<file path="src/rtl/hafp_pkg.sv">
// ----------------------------------------------------------------------------
// hafp_pkg
// Shared types and codes for the hex ASCII frame parser.
// ----------------------------------------------------------------------------
`default_nettype none

package hafp_pkg;

    localparam int unsigned KindW  = 3;
    localparam int unsigned FieldW = 2;

    typedef logic [KindW-1:0]  kind_t;
    typedef logic [FieldW-1:0] field_t;

    localparam kind_t K_HEADER   = 3'd0;
    localparam kind_t K_PAYLOAD  = 3'd1;
    localparam kind_t K_COMPLETE = 3'd2;
    localparam kind_t K_BADMARK  = 3'd3;
    localparam kind_t K_TOOLONG  = 3'd4;
    localparam kind_t K_TRUNC    = 3'd5;

    localparam field_t F_APP   = 2'd0;
    localparam field_t F_LOGIC = 2'd1;
    localparam field_t F_ITEM  = 2'd2;

    // One result beat
    typedef struct packed {
        kind_t       kind;
        logic [31:0] value;
        field_t      field;
        logic [7:0]  item_index;
        logic [7:0]  flow_id;
        logic        last_of_run;
    } result_t;

    // Results produced by one input byte (zero, one or two)
    typedef struct packed {
        logic [1:0] count;
        result_t    res_a;
        result_t    res_b;
    } result_pair_t;

endpackage : hafp_pkg

`default_nettype wire

</file>
<file path="src/rtl/hafp_core.sv">
// ----------------------------------------------------------------------------
// hafp_core
// Parser state and the per-byte update; yields up to two results per byte.
// ----------------------------------------------------------------------------
`default_nettype none

module hafp_core
    import hafp_pkg::*;
(
    input  wire logic         clk,
    input  wire logic         rst_n,
    input  wire logic         step,
    input  wire logic [7:0]   rx_byte,
    input  wire logic         first_of_buffer,
    input  wire logic         last_of_buffer,
    input  wire logic [31:0]  buffer_length,
    output result_pair_t      results
);

    typedef enum logic [3:0] {
        PH_IDLE, PH_MARK, PH_FLOW, PH_TOTAL, PH_APPLEN, PH_APPBYTES,
        PH_LOGLEN, PH_LOGBYTES, PH_COUNT, PH_ITEMLEN, PH_ITEMBYTES, PH_DONE
    } phase_t;

    phase_t      phase_reg, phase_next;
    logic [2:0]  digit_count_reg, digit_count_next;
    logic [31:0] acc_reg, acc_next;
    logic        stopped_reg, stopped_next;
    logic [31:0] bytes_left_reg, bytes_left_next;
    logic [7:0]  items_left_reg, items_left_next;
    logic [7:0]  cur_item_reg, cur_item_next;
    logic [7:0]  flow_reg, flow_next;
    logic [31:0] total_reg, total_next;
    logic [31:0] buf_len_reg, buf_len_next;

    // Frame state seen by this byte, after a possible restart
    phase_t      ph;
    logic [2:0]  dc;
    logic [31:0] acc;
    logic        stopped;
    logic [31:0] bytes_left;
    logic [7:0]  items_left;
    logic [7:0]  cur_item;

    logic        hex_ok;
    logic [3:0]  hex_digit;
    logic [31:0] acc_upd;
    logic [31:0] left_dec;
    logic [7:0]  items_dec;
    logic [2:0]  dc_last;
    logic [1:0]  n;
    result_t     res_a, res_b;

    always_comb
    begin
        hex_ok    = 1'b1;
        hex_digit = 4'd0;
        if (rx_byte >= 8'h30 && rx_byte <= 8'h39)
        begin
            hex_digit = 4'(rx_byte - 8'h30);
        end
        else if (rx_byte >= 8'h41 && rx_byte <= 8'h46)
        begin
            hex_digit = 4'(rx_byte - 8'h37);
        end
        else if (rx_byte >= 8'h61 && rx_byte <= 8'h66)
        begin
            hex_digit = 4'(rx_byte - 8'h57);
        end
        else
        begin
            hex_ok = 1'b0;
        end
    end

    always_comb
    begin
        ph         = phase_reg;
        dc         = digit_count_reg;
        acc        = acc_reg;
        stopped    = stopped_reg;
        bytes_left = bytes_left_reg;
        items_left = items_left_reg;
        cur_item   = cur_item_reg;
        flow_next    = flow_reg;
        total_next   = total_reg;
        buf_len_next = buf_len_reg;
        if (first_of_buffer)
        begin
            ph           = PH_MARK;
            dc           = 3'd0;
            acc          = 32'd0;
            stopped      = 1'b0;
            bytes_left   = 32'd0;
            items_left   = 8'd0;
            cur_item     = 8'd0;
            flow_next    = 8'd0;
            total_next   = 32'd0;
            buf_len_next = buffer_length;
        end

        phase_next       = ph;
        digit_count_next = dc;
        acc_next         = acc;
        stopped_next     = stopped;
        bytes_left_next  = bytes_left;
        items_left_next  = items_left;
        cur_item_next    = cur_item;

        n     = 2'd0;
        res_a = '0;
        res_b = '0;

        acc_upd   = (!stopped && hex_ok) ? {acc[27:0], hex_digit} : acc;
        left_dec  = bytes_left - 32'd1;
        items_dec = items_left - 8'd1;
        dc_last   = (ph == PH_TOTAL || ph == PH_ITEMLEN) ? 3'd7 : 3'd1;

        unique case (ph)
            PH_IDLE, PH_DONE:
            begin
            end
            PH_MARK:
            begin
                // Expected mark "A6A6": even positions 'A', odd positions '6'
                if (rx_byte != (dc[0] ? 8'h36 : 8'h41))
                begin
                    phase_next = PH_DONE;
                    n = 2'd1;
                    res_a.kind = K_BADMARK;
                end
                else if (dc >= 3'd3)
                begin
                    digit_count_next = 3'd0;
                    phase_next = PH_FLOW;
                end
                else
                begin
                    digit_count_next = dc + 3'd1;
                end
            end
            PH_APPBYTES, PH_LOGBYTES, PH_ITEMBYTES:
            begin
                n = 2'd1;
                res_a.kind  = K_PAYLOAD;
                res_a.value = {24'd0, rx_byte};
                res_a.field = (ph == PH_APPBYTES) ? F_APP :
                              (ph == PH_LOGBYTES) ? F_LOGIC : F_ITEM;
                res_a.item_index = (ph == PH_ITEMBYTES) ? cur_item : 8'd0;
                bytes_left_next = left_dec;
                if (left_dec == 32'd0)
                begin
                    if (ph == PH_APPBYTES)
                    begin
                        phase_next = PH_LOGLEN;
                    end
                    else if (ph == PH_LOGBYTES)
                    begin
                        phase_next = PH_COUNT;
                    end
                    else
                    begin
                        items_left_next = items_dec;
                        if (items_dec == 8'd0)
                        begin
                            phase_next = PH_DONE;
                            n = 2'd2;
                            res_b.kind  = K_COMPLETE;
                            res_b.value = total_next;
                        end
                        else
                        begin
                            cur_item_next = cur_item + 8'd1;
                            phase_next = PH_ITEMLEN;
                        end
                    end
                end
            end
            default:
            begin
                // Hex digit slots; accumulate until a non-hex character
                acc_next     = acc_upd;
                stopped_next = stopped | ~hex_ok;
                if (dc == dc_last)
                begin
                    acc_next         = 32'd0;
                    stopped_next     = 1'b0;
                    digit_count_next = 3'd0;
                    priority case (ph)
                        PH_FLOW:
                        begin
                            flow_next  = acc_upd[7:0];
                            phase_next = PH_TOTAL;
                        end
                        PH_TOTAL:
                        begin
                            total_next = acc_upd;
                            if (acc_upd > buf_len_next)
                            begin
                                phase_next = PH_DONE;
                                n = 2'd1;
                                res_a.kind  = K_TOOLONG;
                                res_a.value = acc_upd;
                            end
                            else
                            begin
                                phase_next = PH_APPLEN;
                            end
                        end
                        PH_APPLEN, PH_LOGLEN:
                        begin
                            n = 2'd1;
                            res_a.kind  = K_HEADER;
                            res_a.value = acc_upd;
                            res_a.field = (ph == PH_APPLEN) ? F_APP : F_LOGIC;
                            bytes_left_next = acc_upd;
                            if (ph == PH_APPLEN)
                            begin
                                phase_next = (acc_upd == 32'd0) ? PH_LOGLEN : PH_APPBYTES;
                            end
                            else
                            begin
                                phase_next = (acc_upd == 32'd0) ? PH_COUNT : PH_LOGBYTES;
                            end
                        end
                        PH_COUNT:
                        begin
                            items_left_next = acc_upd[7:0];
                            cur_item_next   = 8'd0;
                            if (acc_upd[7:0] == 8'd0)
                            begin
                                phase_next = PH_DONE;
                                n = 2'd1;
                                res_a.kind  = K_COMPLETE;
                                res_a.value = total_next;
                            end
                            else
                            begin
                                phase_next = PH_ITEMLEN;
                            end
                        end
                        default:
                        begin
                            n = 2'd1;
                            res_a.kind       = K_HEADER;
                            res_a.value      = acc_upd;
                            res_a.field      = F_ITEM;
                            res_a.item_index = cur_item;
                            bytes_left_next  = acc_upd;
                            if (acc_upd == 32'd0)
                            begin
                                items_left_next = items_dec;
                                if (items_dec == 8'd0)
                                begin
                                    phase_next = PH_DONE;
                                    n = 2'd2;
                                    res_b.kind  = K_COMPLETE;
                                    res_b.value = total_next;
                                end
                                else
                                begin
                                    cur_item_next = cur_item + 8'd1;
                                    phase_next = PH_ITEMLEN;
                                end
                            end
                            else
                            begin
                                phase_next = PH_ITEMBYTES;
                            end
                        end
                    endcase
                end
                else
                begin
                    digit_count_next = dc + 3'd1;
                end
            end
        endcase

        // Buffer ended before the frame closed
        if (last_of_buffer && ph != PH_IDLE && ph != PH_DONE && phase_next != PH_DONE)
        begin
            phase_next = PH_DONE;
            if (n == 2'd0)
            begin
                res_a.kind = K_TRUNC;
                n = 2'd1;
            end
            else
            begin
                res_b.kind = K_TRUNC;
                n = 2'd2;
            end
        end

        res_a.flow_id     = flow_next;
        res_b.flow_id     = flow_next;
        res_a.last_of_run = (n == 2'd1);
        res_b.last_of_run = 1'b1;
    end

    assign results.count = step ? n : 2'd0;
    assign results.res_a = res_a;
    assign results.res_b = res_b;

    always_ff @(posedge clk or negedge rst_n)
    begin
        if (!rst_n)
        begin
            phase_reg       <= PH_IDLE;
            digit_count_reg <= 3'd0;
            acc_reg         <= 32'd0;
            stopped_reg     <= 1'b0;
            bytes_left_reg  <= 32'd0;
            items_left_reg  <= 8'd0;
            cur_item_reg    <= 8'd0;
            flow_reg        <= 8'd0;
            total_reg       <= 32'd0;
            buf_len_reg     <= 32'd0;
        end
        else if (step)
        begin
            phase_reg       <= phase_next;
            digit_count_reg <= digit_count_next;
            acc_reg         <= acc_next;
            stopped_reg     <= stopped_next;
            bytes_left_reg  <= bytes_left_next;
            items_left_reg  <= items_left_next;
            cur_item_reg    <= cur_item_next;
            flow_reg        <= flow_next;
            total_reg       <= total_next;
            buf_len_reg     <= buf_len_next;
        end
    end

endmodule : hafp_core

`default_nettype wire

</file>
<file path="src/rtl/hafp_out_fifo.sv">
// ----------------------------------------------------------------------------
// hafp_out_fifo
// Four-entry result queue: takes up to two results a cycle, gives one while out_ready.
// ----------------------------------------------------------------------------
`default_nettype none

module hafp_out_fifo
    import hafp_pkg::*;
(
    input  wire logic         clk,
    input  wire logic         rst_n,
    input  result_pair_t      push,
    output logic              has_room,
    output logic              out_valid,
    input  wire logic         out_ready,
    output result_t           out_data
);

    result_t    mem [4];
    logic [1:0] wr_ptr_reg, wr_ptr_next;
    logic [1:0] rd_ptr_reg, rd_ptr_next;
    logic [2:0] count_reg, count_next;
    logic       pop;

    assign out_valid = (count_reg != 3'd0);
    assign out_data  = mem[rd_ptr_reg];
    assign has_room  = (count_reg <= 3'd2);
    assign pop       = out_valid && out_ready;

    always_comb
    begin
        wr_ptr_next = wr_ptr_reg + push.count;
        rd_ptr_next = rd_ptr_reg + {1'b0, pop};
        count_next  = count_reg + {1'b0, push.count} - {2'd0, pop};
    end

    always_ff @(posedge clk)
    begin
        if (push.count != 2'd0)
        begin
            mem[wr_ptr_reg] <= push.res_a;
        end
        if (push.count == 2'd2)
        begin
            mem[wr_ptr_reg + 2'd1] <= push.res_b;
        end
    end

    always_ff @(posedge clk or negedge rst_n)
    begin
        if (!rst_n)
        begin
            wr_ptr_reg <= 2'd0;
            rd_ptr_reg <= 2'd0;
            count_reg  <= 3'd0;
        end
        else
        begin
            wr_ptr_reg <= wr_ptr_next;
            rd_ptr_reg <= rd_ptr_next;
            count_reg  <= count_next;
        end
    end

endmodule : hafp_out_fifo

`default_nettype wire

</file>
<file path="src/rtl/hex_ascii_frame_parser_top.sv">
// ----------------------------------------------------------------------------
// hex_ascii_frame_parser_top
// Byte-stream parser for "A6A6"-marked frames with ASCII-hex length fields.
// ----------------------------------------------------------------------------
// Queueing: a byte's results enter the queue on the edge that accepts its
//   beat; with an empty queue the first is on the master side in the cycle after.
// Throughput: one byte per cycle while no byte yields two results and the
//   master does not stall; a byte's second result uses an extra queue slot.
// Reset: asynchronous, active low; parser returns to idle (waiting for a
//   first-of-buffer byte) and the result queue empties.
`default_nettype none

module hex_ascii_frame_parser_top
    import hafp_pkg::*;
(
    input  wire logic         clk,
    input  wire logic         rst_n,
    // Byte stream in
    input  wire logic         s_tvalid,
    output logic              s_tready,
    input  wire logic [39:0]  s_tdata,   // [7:0] rx_byte, [39:8] buffer_length
    input  wire logic         s_tuser,   // [0] first_of_buffer
    input  wire logic         s_tlast,   // last_of_buffer
    // Results out
    output logic              m_tvalid,
    input  wire logic         m_tready,
    output logic [55:0]       m_tdata,   // [31:0] value, [33:32] field,
                                         // [41:34] item_index, [49:42] flow_id,
                                         // [55:50] zero
    output logic [2:0]        m_tuser,   // [2:0] kind
    output logic              m_tlast    // last_of_run
);

    logic         room;
    logic         step;
    result_pair_t results;
    result_t      head;

    // Take a beat only while the queue can absorb two results
    assign s_tready = room;
    assign step     = s_tvalid && room;

    // Parser state and per-byte decode; results land in the queue on the
    // same edge that accepts the beat.
    hafp_core u_core (
        .clk             (clk),
        .rst_n           (rst_n),
        .step            (step),
        .rx_byte         (s_tdata[7:0]),
        .first_of_buffer (s_tuser),
        .last_of_buffer  (s_tlast),
        .buffer_length   (s_tdata[39:8]),
        .results         (results)
    );

    // Result queue decouples the two sides so a stalled master does not
    // hold off input until fewer than two queue entries are free.
    hafp_out_fifo u_out_fifo (
        .clk       (clk),
        .rst_n     (rst_n),
        .push      (results),
        .has_room  (room),
        .out_valid (m_tvalid),
        .out_ready (m_tready),
        .out_data  (head)
    );

    assign m_tdata = {6'd0, head.flow_id, head.item_index, head.field, head.value};
    assign m_tuser = head.kind;
    assign m_tlast = head.last_of_run;

endmodule : hex_ascii_frame_parser_top

`default_nettype wire
</file>
<file path="config.mk">
export PLATFORM = sky130hd
export DESIGN_NAME = hex_ascii_frame_parser_top
export DESIGN_NICKNAME = d
export VERILOG_FILES = /design/src/rtl/hafp_pkg.sv /design/src/rtl/hafp_core.sv /design/src/rtl/hafp_out_fifo.sv /design/src/rtl/hex_ascii_frame_parser_top.sv
export SDC_FILE = /design/constraint.sdc
export NUM_CORES = 1
export LEC_CHECK = 0
export ABC_AREA = 1
export BUFFER_PORTS_ARGS = -buffer_cell sky130_fd_sc_hd__buf_2
export CORE_MARGIN = 2
export CORE_UTILIZATION = 30
export DETAILED_ROUTE_END_ITERATION = 16
export PLACE_DENSITY = 0.49
export SYNTH_ARGS = -nofsm -noshare
export SYNTH_HDL_FRONTEND = slang
export SYNTH_SLANG_ARGS = --single-unit
</file>
<file path="constraint.sdc">
create_clock -name clk -period 8.5 [get_ports clk]
set_input_delay 1.7 -clock clk [delete_from_list [all_inputs] [get_ports clk]]
set_output_delay 1.7 -clock clk [all_outputs]
set_load 0.005 [all_outputs]
</file>
* After elaboration in Yosys (flattened, before gate mapping)
Memories as Yosys holds them, arrays and structs flattened.
Cells that the tools add are included.
** Storage, ports and cells
- Memory bits (read-only) :: 0
- Memories kept :: 1
- Flip-flop bits (word level) :: 167
- Output and inout bits :: 62
- Bits in writable memories :: 216
- Bits in latches :: 0
- Bits of input ports :: 46
- Logic and storage cells :: 193
** Memories
- u_out_fifo.mem :: depth 4, width 54, read ports 1, clocked after memory_dff 0, write ports 2, RTL line hafp_out_fifo.sv:19 : result_t mem [4];
** Cells by class
- Reductions and logical operators :: 29
- Multiply operators :: 0
- Muxes and demuxes :: 110
- Add/sub/neg operators :: 12
- Shifts and indexed selects :: 0
- Divide/modulo/power cells :: 0
- Magnitude comparators :: 9
- Bitwise gates (word level) :: 2
- Equal/unequal tests :: 17
** Operator list (count)
- $mux 32 :: 12
- $mux 35 :: 6
- $mux 8 :: 19
- $pmux 35 s3 :: 1
- $mux 34 :: 3
- $pmux 42 s2 :: 1
- $pmux 35 s2 :: 1
- $logic_not 32->1 :: 2
- $pmux 32 s2 :: 1
- $pmux 8 s2 :: 4
- $mux 4 :: 13
- $mux 45 :: 1
- $mux 2 :: 17
- $gt 32x32->1 :: 1
- $sub 32x1->32 const B :: 1
- $mux 3 :: 9
- $eq 4x3->1 const B :: 4
- $eq 4x4->1 const B :: 4
- $ge 8x7->1 const B :: 2
- $le 8x7->1 const B :: 2
- $logic_not 8->1 :: 2
- $pmux 4 s4 :: 1
- $mux 1 :: 14
- $pmux 4 s3 :: 1
- other kinds (42) :: 57

* Depth between registers and ports, before layout
Gate-level depths: netlist of the first run.
- Word-level depth :: 20
- Mapped depth :: 40
- Depth with buffers taken out :: 39

* By module
From an unflattened synthesis of the first run, not the netlist that was laid out.
** Unflattened totals
- Cell total of the unflattened synthesis :: 3368
- Area total of the unflattened synthesis :: 24796.3 µm²
** By module, submodules not included
- hafp_core :: cells an instance 2193, times used 1, seq. area each 4003.8 µm², area each 13853.3 µm²
- hafp_out_fifo :: cells an instance 1166, times used 1, seq. area each 6661.4 µm², area each 10886.7 µm²
- hex_ascii_frame_parser_top :: cells an instance 9, times used 1, seq. area each 0.0 µm², area each 56.3 µm²

* Worst setup path before layout of the first run
Ideal clock, no wire load.
- Path kind :: input to register
- Start point :: input s_tuser
- End point :: memory u_out_fifo.mem[1][19] (netlist name), enable pin
- Setup slack :: 1.677 ns
- Data arrival time :: 6.272 ns
- Cell stages on the path :: 23
- Buffers on the path :: 6
- Required time :: 7.949 ns
- Library setup time :: 0.551 ns
- Path through :: buf_4 > buf_2 > buf_1 > buf_1 > clkbuf_1 > mux2i_1 > ha_1 > nand2_1 > nor2_1 > nand4_1 > nor3b_1 > nand4_1 > nand3_1 > nand2_1 > nor3_1 > nor2_1 > nor2_2 > nand2_2 > nand3_2 > nand2_2 > nand3_1 > clkbuf_1 > nand2_1
** RTL lines
- from (decl) :: RTL line hex_ascii_frame_parser_top.sv:22 : input wire logic s_tuser,
- to (decl) :: RTL line hafp_out_fifo.sv:19

==> results of run 1 <==
==> final cells by class <==
class	instances	area [um2]	share of cell area
Multi-Input combinational cell	2331	11860	0.4333
Inverter	323	1214	0.04434
Timing Repair Buffer	168	1099	0.04013
Tap cell	1060	1326	0.04845
Sequential cell	383	10230	0.3736
Clock buffer	63	1360	0.04969
Clock inverter	24	286.5	0.01047
==> cell families (layout without fill, tap and decap cells) <==
group / after synthesis / count (layout)
AOI/OAI and AO/OA: 883 / 883
xor gates and xnor gates: 14 / 14
adders and majority gates: 50 / 50
buffers and inverters: 536 / 578
DFF: 383 / 383
muxes: 31 / 31
other: 1 / 6
and+or+nand+nor: 1347 / 1347
==> worst max-delay path by stage <==
| stage | from | end | slack (ns) | cells after the start |
|---|---|---|---|---|
| finish | s_tdata[1] | u_out_fifo.mem[2][48]$_DFFE_PP_ | 1.67 | 33 |
| floorplan | s_tuser | u_out_fifo.mem[1][19]$_DFFE_PP_ | 1.68 | 23 |
| global placement | s_tuser | u_out_fifo.mem[3][39]$_DFFE_PP_ | 1.25 | 29 |
| detailed placement | s_tdata[1] | u_out_fifo.mem[2][48]$_DFFE_PP_ | 1.20 | 33 |
| global route | s_tdata[1] | u_out_fifo.mem[1][39]$_DFFE_PP_ | 1.16 | 33 |
| CTS | s_tdata[1] | u_out_fifo.mem[2][48]$_DFFE_PP_ | 1.82 | 33 |
==> synth_stat cells, types with 49 or more instances <==
| library cell | instances |
|---|---|
| a21oi_1 | 190 |
| clkbuf_1 | 146 |
| dfrtp_1 | 167 |
| edfxtp_1 | 172 |
| ha_1 | 49 |
| inv_1 | 306 |
| nand2_1 | 598 |
| nand3_1 | 300 |
| nor2_1 | 348 |
| o21ai_0 | 390 |
| o21ai_1 | 82 |
| o22ai_1 | 71 |
==> worst min-delay path, delay by kind of cell, from the launching register on <==
family	cells	cell delay [ns]
simple gates	2	0.11
flops	1	0.32
==> stage by stage <==
stage / power, uW / instance area (um2) / utilization / worst slack, ns
2_1_floorplan: 5302 / 24210 / - / 1.677
3_3_place_gp: 6806 / 25730 / 0.3209 / 1.253
3_5_place_dp: 6815 / 25730 / 0.3209 / 1.204
4_1_cts: 8988 / 27370 / 0.3415 / 1.824
5_1_grt: 9567 / 27370 / 0.3415 / 1.164
6_report: 8954 / 27370 / 0.3415 / 1.667
==> power by group through the flow <==
stage	clock (uW)	combinational [uW]	sequential (uW)
after floorplan	0	2690	2620
after global placement	0	4120	2680
after detailed placement	0	4130	2690
after CTS	2190	4140	2650
after global routing	2250	4600	2720
final	2150	4140	2660
==> routing by layer <==
layer  part of all wire  global-route usage  up-vias
met5            0.00033                   0        -
met4              0.030             0.06930        6
met3              0.069             0.03209      146
met2               0.44              0.3316      818
met1               0.46              0.3081    11060
li1                   -                   -    11160
==> impl_metrics.csv, run 1 <==
group,metric,value,unit
outcome,status,"complete, no violations",
synthesis,synthTopCellsByArea,"edfxtp_1 (21%), dfrtp_1 (17%), nand2_1 (9.3%)",
cts,clk_latency,0.62,ns
cells_and_area,final_cell_mix,"nand2_1 (590), o21ai_0 (390), nor2_1 (342)",
cts,cts_root_buf,"clkbuf_16",
drt,drtIter0Drc,2515,
power,p_int,4875,uW
die,row_count,104,
grt,grt_pass1_vias,21770,
power,p_switching,4079,uW
synthesis,yosysWarnings,0,
min_path,hold_path_depth,2,
sta,clock_skew,0.03413,ns
cells_and_area,largest_reg_flops,216,
drt,via_per_inst,5.329,
cts,clk_pin_slew,0.06,ns
synthesis,yosys.area_share.simple,0.2358,
die,start_util,0.3017,
sta,hold_ws,0.4561,ns
sta,fin_crit_sh,0.8039,
synthesis,synth_ff_type,"edfxtp_1",
power,sw_frac_of_total,0.4556,
worst_setup_path,cp_common_cell,"nand2_1",
grt,grt_pass1_wl,137.1,mm
sta,setup_viol,0,
synthesis,synth_top_family_by_area,"simple AND/OR/NAND/NOR gates",
worst_setup_path,worst-path-max-fanout,38,
synthesis,syn_area,24190,um2
worst_setup_path,start_kind,"input pin",
die,die_area,82910,um2
power,power.share.combinational,0.463,
place,dp.final_hpwl,60.26,mm
worst_setup_path,r2r-start,"u_core.stopped_reg$_DFFE_PN0P_",
place,gp_congestion,0.9209,
synthesis,avgSynthCellArea,7.454,um2
min_path,hold_path_class,"flop to flop",
worst_setup_path,end_kind,"flop",
grt,antenna_found_initial,3,
cts,h-tree-depth,2,
synthesis,ys_seq_area_frac,0.4227,
min_path,holdCritStartpoint,"u_out_fifo.mem[2][0]$_SDFFE_PP1N_",
synthesis,synth_top_area_frac,0.2135,
synthesis,async_reset_ff_frac,0.4360,
cts,cts_resized,0,
cells_and_area,mostFrequentLayoutCell,"nand2_1",
cts,post_cts_buffers,0,
sta,final_hold_viol_count,0,
cts,cts_buffer_depth,3,
cts,cts.sinks,383,
cts,cts-buffers-inserted,48,
drt,drt_first_pass_iters,6,
synthesis,ys_types,60,
cells_and_area,drive_above_1_share,0.09326,
sta,rsz0062_at_grt,"no",
cells_and_area,largest_register,"u_out_fifo.mem",
worst_setup_path,arrival,7.27,ns
worst_setup_path,max_stage_delay,0.49,ns
synthesis,synthAdderAreaFrac,0.02618,
die,ios,108,
drt,routedWlPerCell,20.96,um
worst_setup_path,worstSetupPathType,"input pin to flop",
synthesis,synth_compound_area_frac,0.2071,
worst_setup_path,ff2ff_setup_slack,2.97,ns
sta,max-slew-margin-rel,0.3363,
power,power.density,327.1,nW/um2
die,core,80160,um2
cells_and_area,syn2layout_area_growth,13.17,%
drt,vias,23190,
synthesis,synthMuxAreaShare,0.01283,
worst_setup_path,crit_buf_inv,7,
cells_and_area,final_cells,4352,
cts,hold_buffers,0,
sta,slew_violations,0,
sta,period_minus_slack,6.833,ns
power,pwr-share-seq,0.297,
cells_and_area,nets,3351,
cts,cts_tree,"done",
grt,grt_max_degree,99,
grt,grt_overflow,0,
synthesis,synth-edff-count,172,
die,dieWidth,287.9,um
drt,wirelength,91.23,mm
drt,ant_nets,0,
power,power.share.clock,0.240,
sta,fmax,146.3,MHz
synthesis,ys_ff_latch,383,
worst_setup_path,required,8.93,ns
place,dp_cells,4265,
worst_setup_path,crit_slowest_cell,"buf_4",
worst_setup_path,cpLargestDelayFamily,"simple AND/OR/NAND/NOR gates",
synthesis,synth_largest_area_cell,"edfxtp_1",
run,drv_cap,0,
worst_setup_path,r2r_cells,28,
worst_setup_path,worst_r2r_endpoint,"u_out_fifo.mem[2][48]$_DFFE_PP_",
synthesis,synth_cells,3245,
cells_and_area,filler_cell_count,8654,
power,vdd_drop_max,0.2013,mV
place,io_buffers,101,
sta,tns,0,ns
grt,grtUsageTotal,0.2152,
min_path,hold_path_end,"u_out_fifo.mem[2][0]$_SDFFE_PP1N_",
synthesis,synth_xor_area_frac,0.005070,
drt,drc_errors,0,
power,leakage,0.01169,uW
die,die_h,287.9,um
cells_and_area,diodes,0,
sta,worst_slew_pin_slew,0.9932,ns
No activity file was read; power rests on OpenSTA's default activity.
==> run 2, diff against run 1 <==
==> constraint.sdc (replaced) <==
create_clock -name clk -period 6.3 [get_ports clk]
set_input_delay 1.26 -clock clk [delete_from_list [all_inputs] [get_ports clk]]
set_output_delay 1.26 -clock clk [all_outputs]
set_load 0.005 [all_outputs]
==> impl_metrics.csv, run 2 (synthesis results as in run 1) <==
group,metric,value,unit
outcome,status,"complete, no violations",
die,row_count,104,
sta,worst_slew_pin_slew,1.198,ns
power,power.density,432.0,nW/um2
cells_and_area,diodes,0,
drt,drc_errors,0,
worst_setup_path,start_kind,"input pin",
place,io_buffers,101,
cells_and_area,largest_reg_flops,216,
power,sw_frac_of_total,0.4592,
power,power.share.combinational,0.478,
cts,cts_tree,"done",
sta,slew_violations,0,
cts,cts-buffers-inserted,47,
sta,rsz0062_at_grt,"no",
cts,clk_latency,0.61,ns
cts,post_cts_buffers,0,
power,p_switching,5470,uW
grt,grt_overflow,0,
sta,period_minus_slack,5.878,ns
cts,cts_resized,0,
worst_setup_path,cpLargestDelayFamily,"simple AND/OR/NAND/NOR gates",
cts,cts_root_buf,"clkbuf_16",
grt,antenna_found_initial,0,
drt,ant_nets,0,
cts,clk_pin_slew,0.06,ns
cells_and_area,final_cell_area,27570,um2
die,die_h,287.9,um
worst_setup_path,worstSetupPathType,"input pin to flop",
cts,cts_buffer_depth,3,
worst_setup_path,required,6.62,ns
sta,clock_skew,0.02951,ns
worst_setup_path,ff2ff_setup_slack,1.27,ns
worst_setup_path,arrival,6.19,ns
power,pwr-share-seq,0.303,
cts,h-tree-depth,2,
cells_and_area,syn2layout_area_growth,13.99,%
power,vdd_drop_max,0.2602,mV
worst_setup_path,end_kind,"flop",
die,dieWidth,287.9,um
sta,fmax,170.1,MHz
sta,final_hold_viol_count,0,
cells_and_area,drive_above_1_share,0.1025,
drt,drtIter0Drc,2518,
place,place_ws,-0.03960,ns
worst_setup_path,worst-path-max-fanout,22,
sta,setup_slack,0.4218,ns
cells_and_area,mostFrequentLayoutCell,"nand2_1",
worst_setup_path,crit_buf_inv,4,
place,gp_congestion,0.9138,
drt,vias,23360,
cells_and_area,utilization,0.3440,
cells_and_area,nets,3393,
drt,routedWlPerCell,20.75,um
die,start_util,0.3017,
worst_setup_path,cp_cell_sequence,"buf_2 -> nand2_1 -> nor3_2 -> nand2_4 -> nand2_4 -> nand2_4 -> o21ai_1 -> inv_1 -> ha_1 -> nand2_1 -> nor2_1 -> nor3b_1 -> nand4_1 -> nand3_1 -> nand2_1 -> buf_4 -> inv_1 -> o22ai_1 -> a22oi_1 -> o21ai_0",
worst_setup_path,crit_slowest_cell,"a22oi_1",
place,dp.final_hpwl,62.16,mm
sta,fin_crit_sh,0.9330,
sta,max-slew-margin-rel,0.2005,
place,post_dp_cell_area,26100,um2
drt,via_per_inst,5.316,
cells_and_area,final_cells,4395,
worst_setup_path,max_stage_delay,0.67,ns
power,leakage,0.01183,uW
cells_and_area,filler_cell_count,8670,
grt,grt_pass1_wl,137.0,mm
cells_and_area,final_cell_mix,"nand2_1 (590), o21ai_0 (390), nor2_1 (342)",
cts,hold_buffers,0,
min_path,hold_path_class,"flop to flop",
grt,grt_max_degree,107,
power,p_int,6441,uW
run,drv_cap,0,
place,dp_cells,4308,
die,die_area,82910,um2
die,ios,108,
sta,tns,0,ns
power,power.share.clock,0.219,
cells_and_area,largest_register,"u_out_fifo.mem",
grt,grtUsageTotal,0.2148,
drt,drt_first_pass_iters,6,
grt,grt_pass1_vias,21600,
cts,cts.sinks,383,
drt,wirelength,91.19,mm
sta,setup_viol,0,
die,core,80160,um2
## run 2: cell count changes in the layout (fill, tap and decap cells not counted), sizes merged
cell	change
buf	+43
bufinv	-4
clkbuf	+8
clkinv	-3
clkinvlp	-2
inv	+1
## run 2: per-layer routing
layer | global-route usage | routed length (um) | part of all wire | vias to the layer above
li1 | - | - | - | 11250
met3 | 0.03360 | 6181 | 0.068 | 151
met5 | 0 | 0 | 0 | -
met2 | 0.3285 | 39730 | 0.44 | 794
met4 | 0.07137 | 3070 | 0.034 | 0
met1 | 0.3077 | 42210 | 0.46 | 11160
## run 2: worst min-delay path, stage by stage (launching register included)
cell and delay, ns:
dfxtp_1 0.32, nand2_1 0.05, nand3_1 0.05
## run 2: worst paths after layout
| path | end | startpoint | cells after the start |
|---|---|---|---|
| hold reg to reg | u_out_fifo.mem[2][0]$_SDFFE_PP1N_ | u_out_fifo.mem[2][0]$_SDFFE_PP1N_ | 2 |
| setup / recovery | u_out_fifo.mem[2][24]$_DFFE_PP_ | s_tdata[4] | 20 |
| max in group asynchronous | u_out_fifo.rd_ptr_reg[0]$_DFF_PN0_ | rst_n | 2 |
| hold / removal | u_out_fifo.mem[2][0]$_SDFFE_PP1N_ | u_out_fifo.mem[2][0]$_SDFFE_PP1N_ | 2 |
| min in group asynchronous | u_core.buf_len_reg[8]$_DFFE_PN0P_ | rst_n | 1 |
| setup reg to reg | u_out_fifo.mem[2][24]$_DFFE_PP_ | u_core.stopped_reg$_DFFE_PN0P_ | 18 |
## run 2: power by group through the flow
stage                     logic, uW  clock network, uW  registers [uW]
after floorplan                3630                  0            3520
after global placement         5650                  0            3640
after detailed placement       5660                  0            3640
after CTS                      5680               2670            3600
after global routing           6280               2760            3680
final                          5690               2610            3610
## run 2: cell type report
class                   instances  area (um2)  area share
clock buffers                  71        1346     0.04883
clock inverters                16       125.1    0.004538
inverters                     323        1214     0.04402
multi-input cells            2331       11860      0.4302
flip-flops and latches        383       10230      0.3709
well taps                    1060        1326     0.04811
repair buffers                211        1471     0.05337
## run 2: stage by stage
step	hold WS, ns	power, uW
floorplan	0.4236	7151
global placement	0.4412	9292
detailed placement	0.4374	9302
CTS	0.4526	11950
global route	0.4765	12720
finish	0.4513	11910
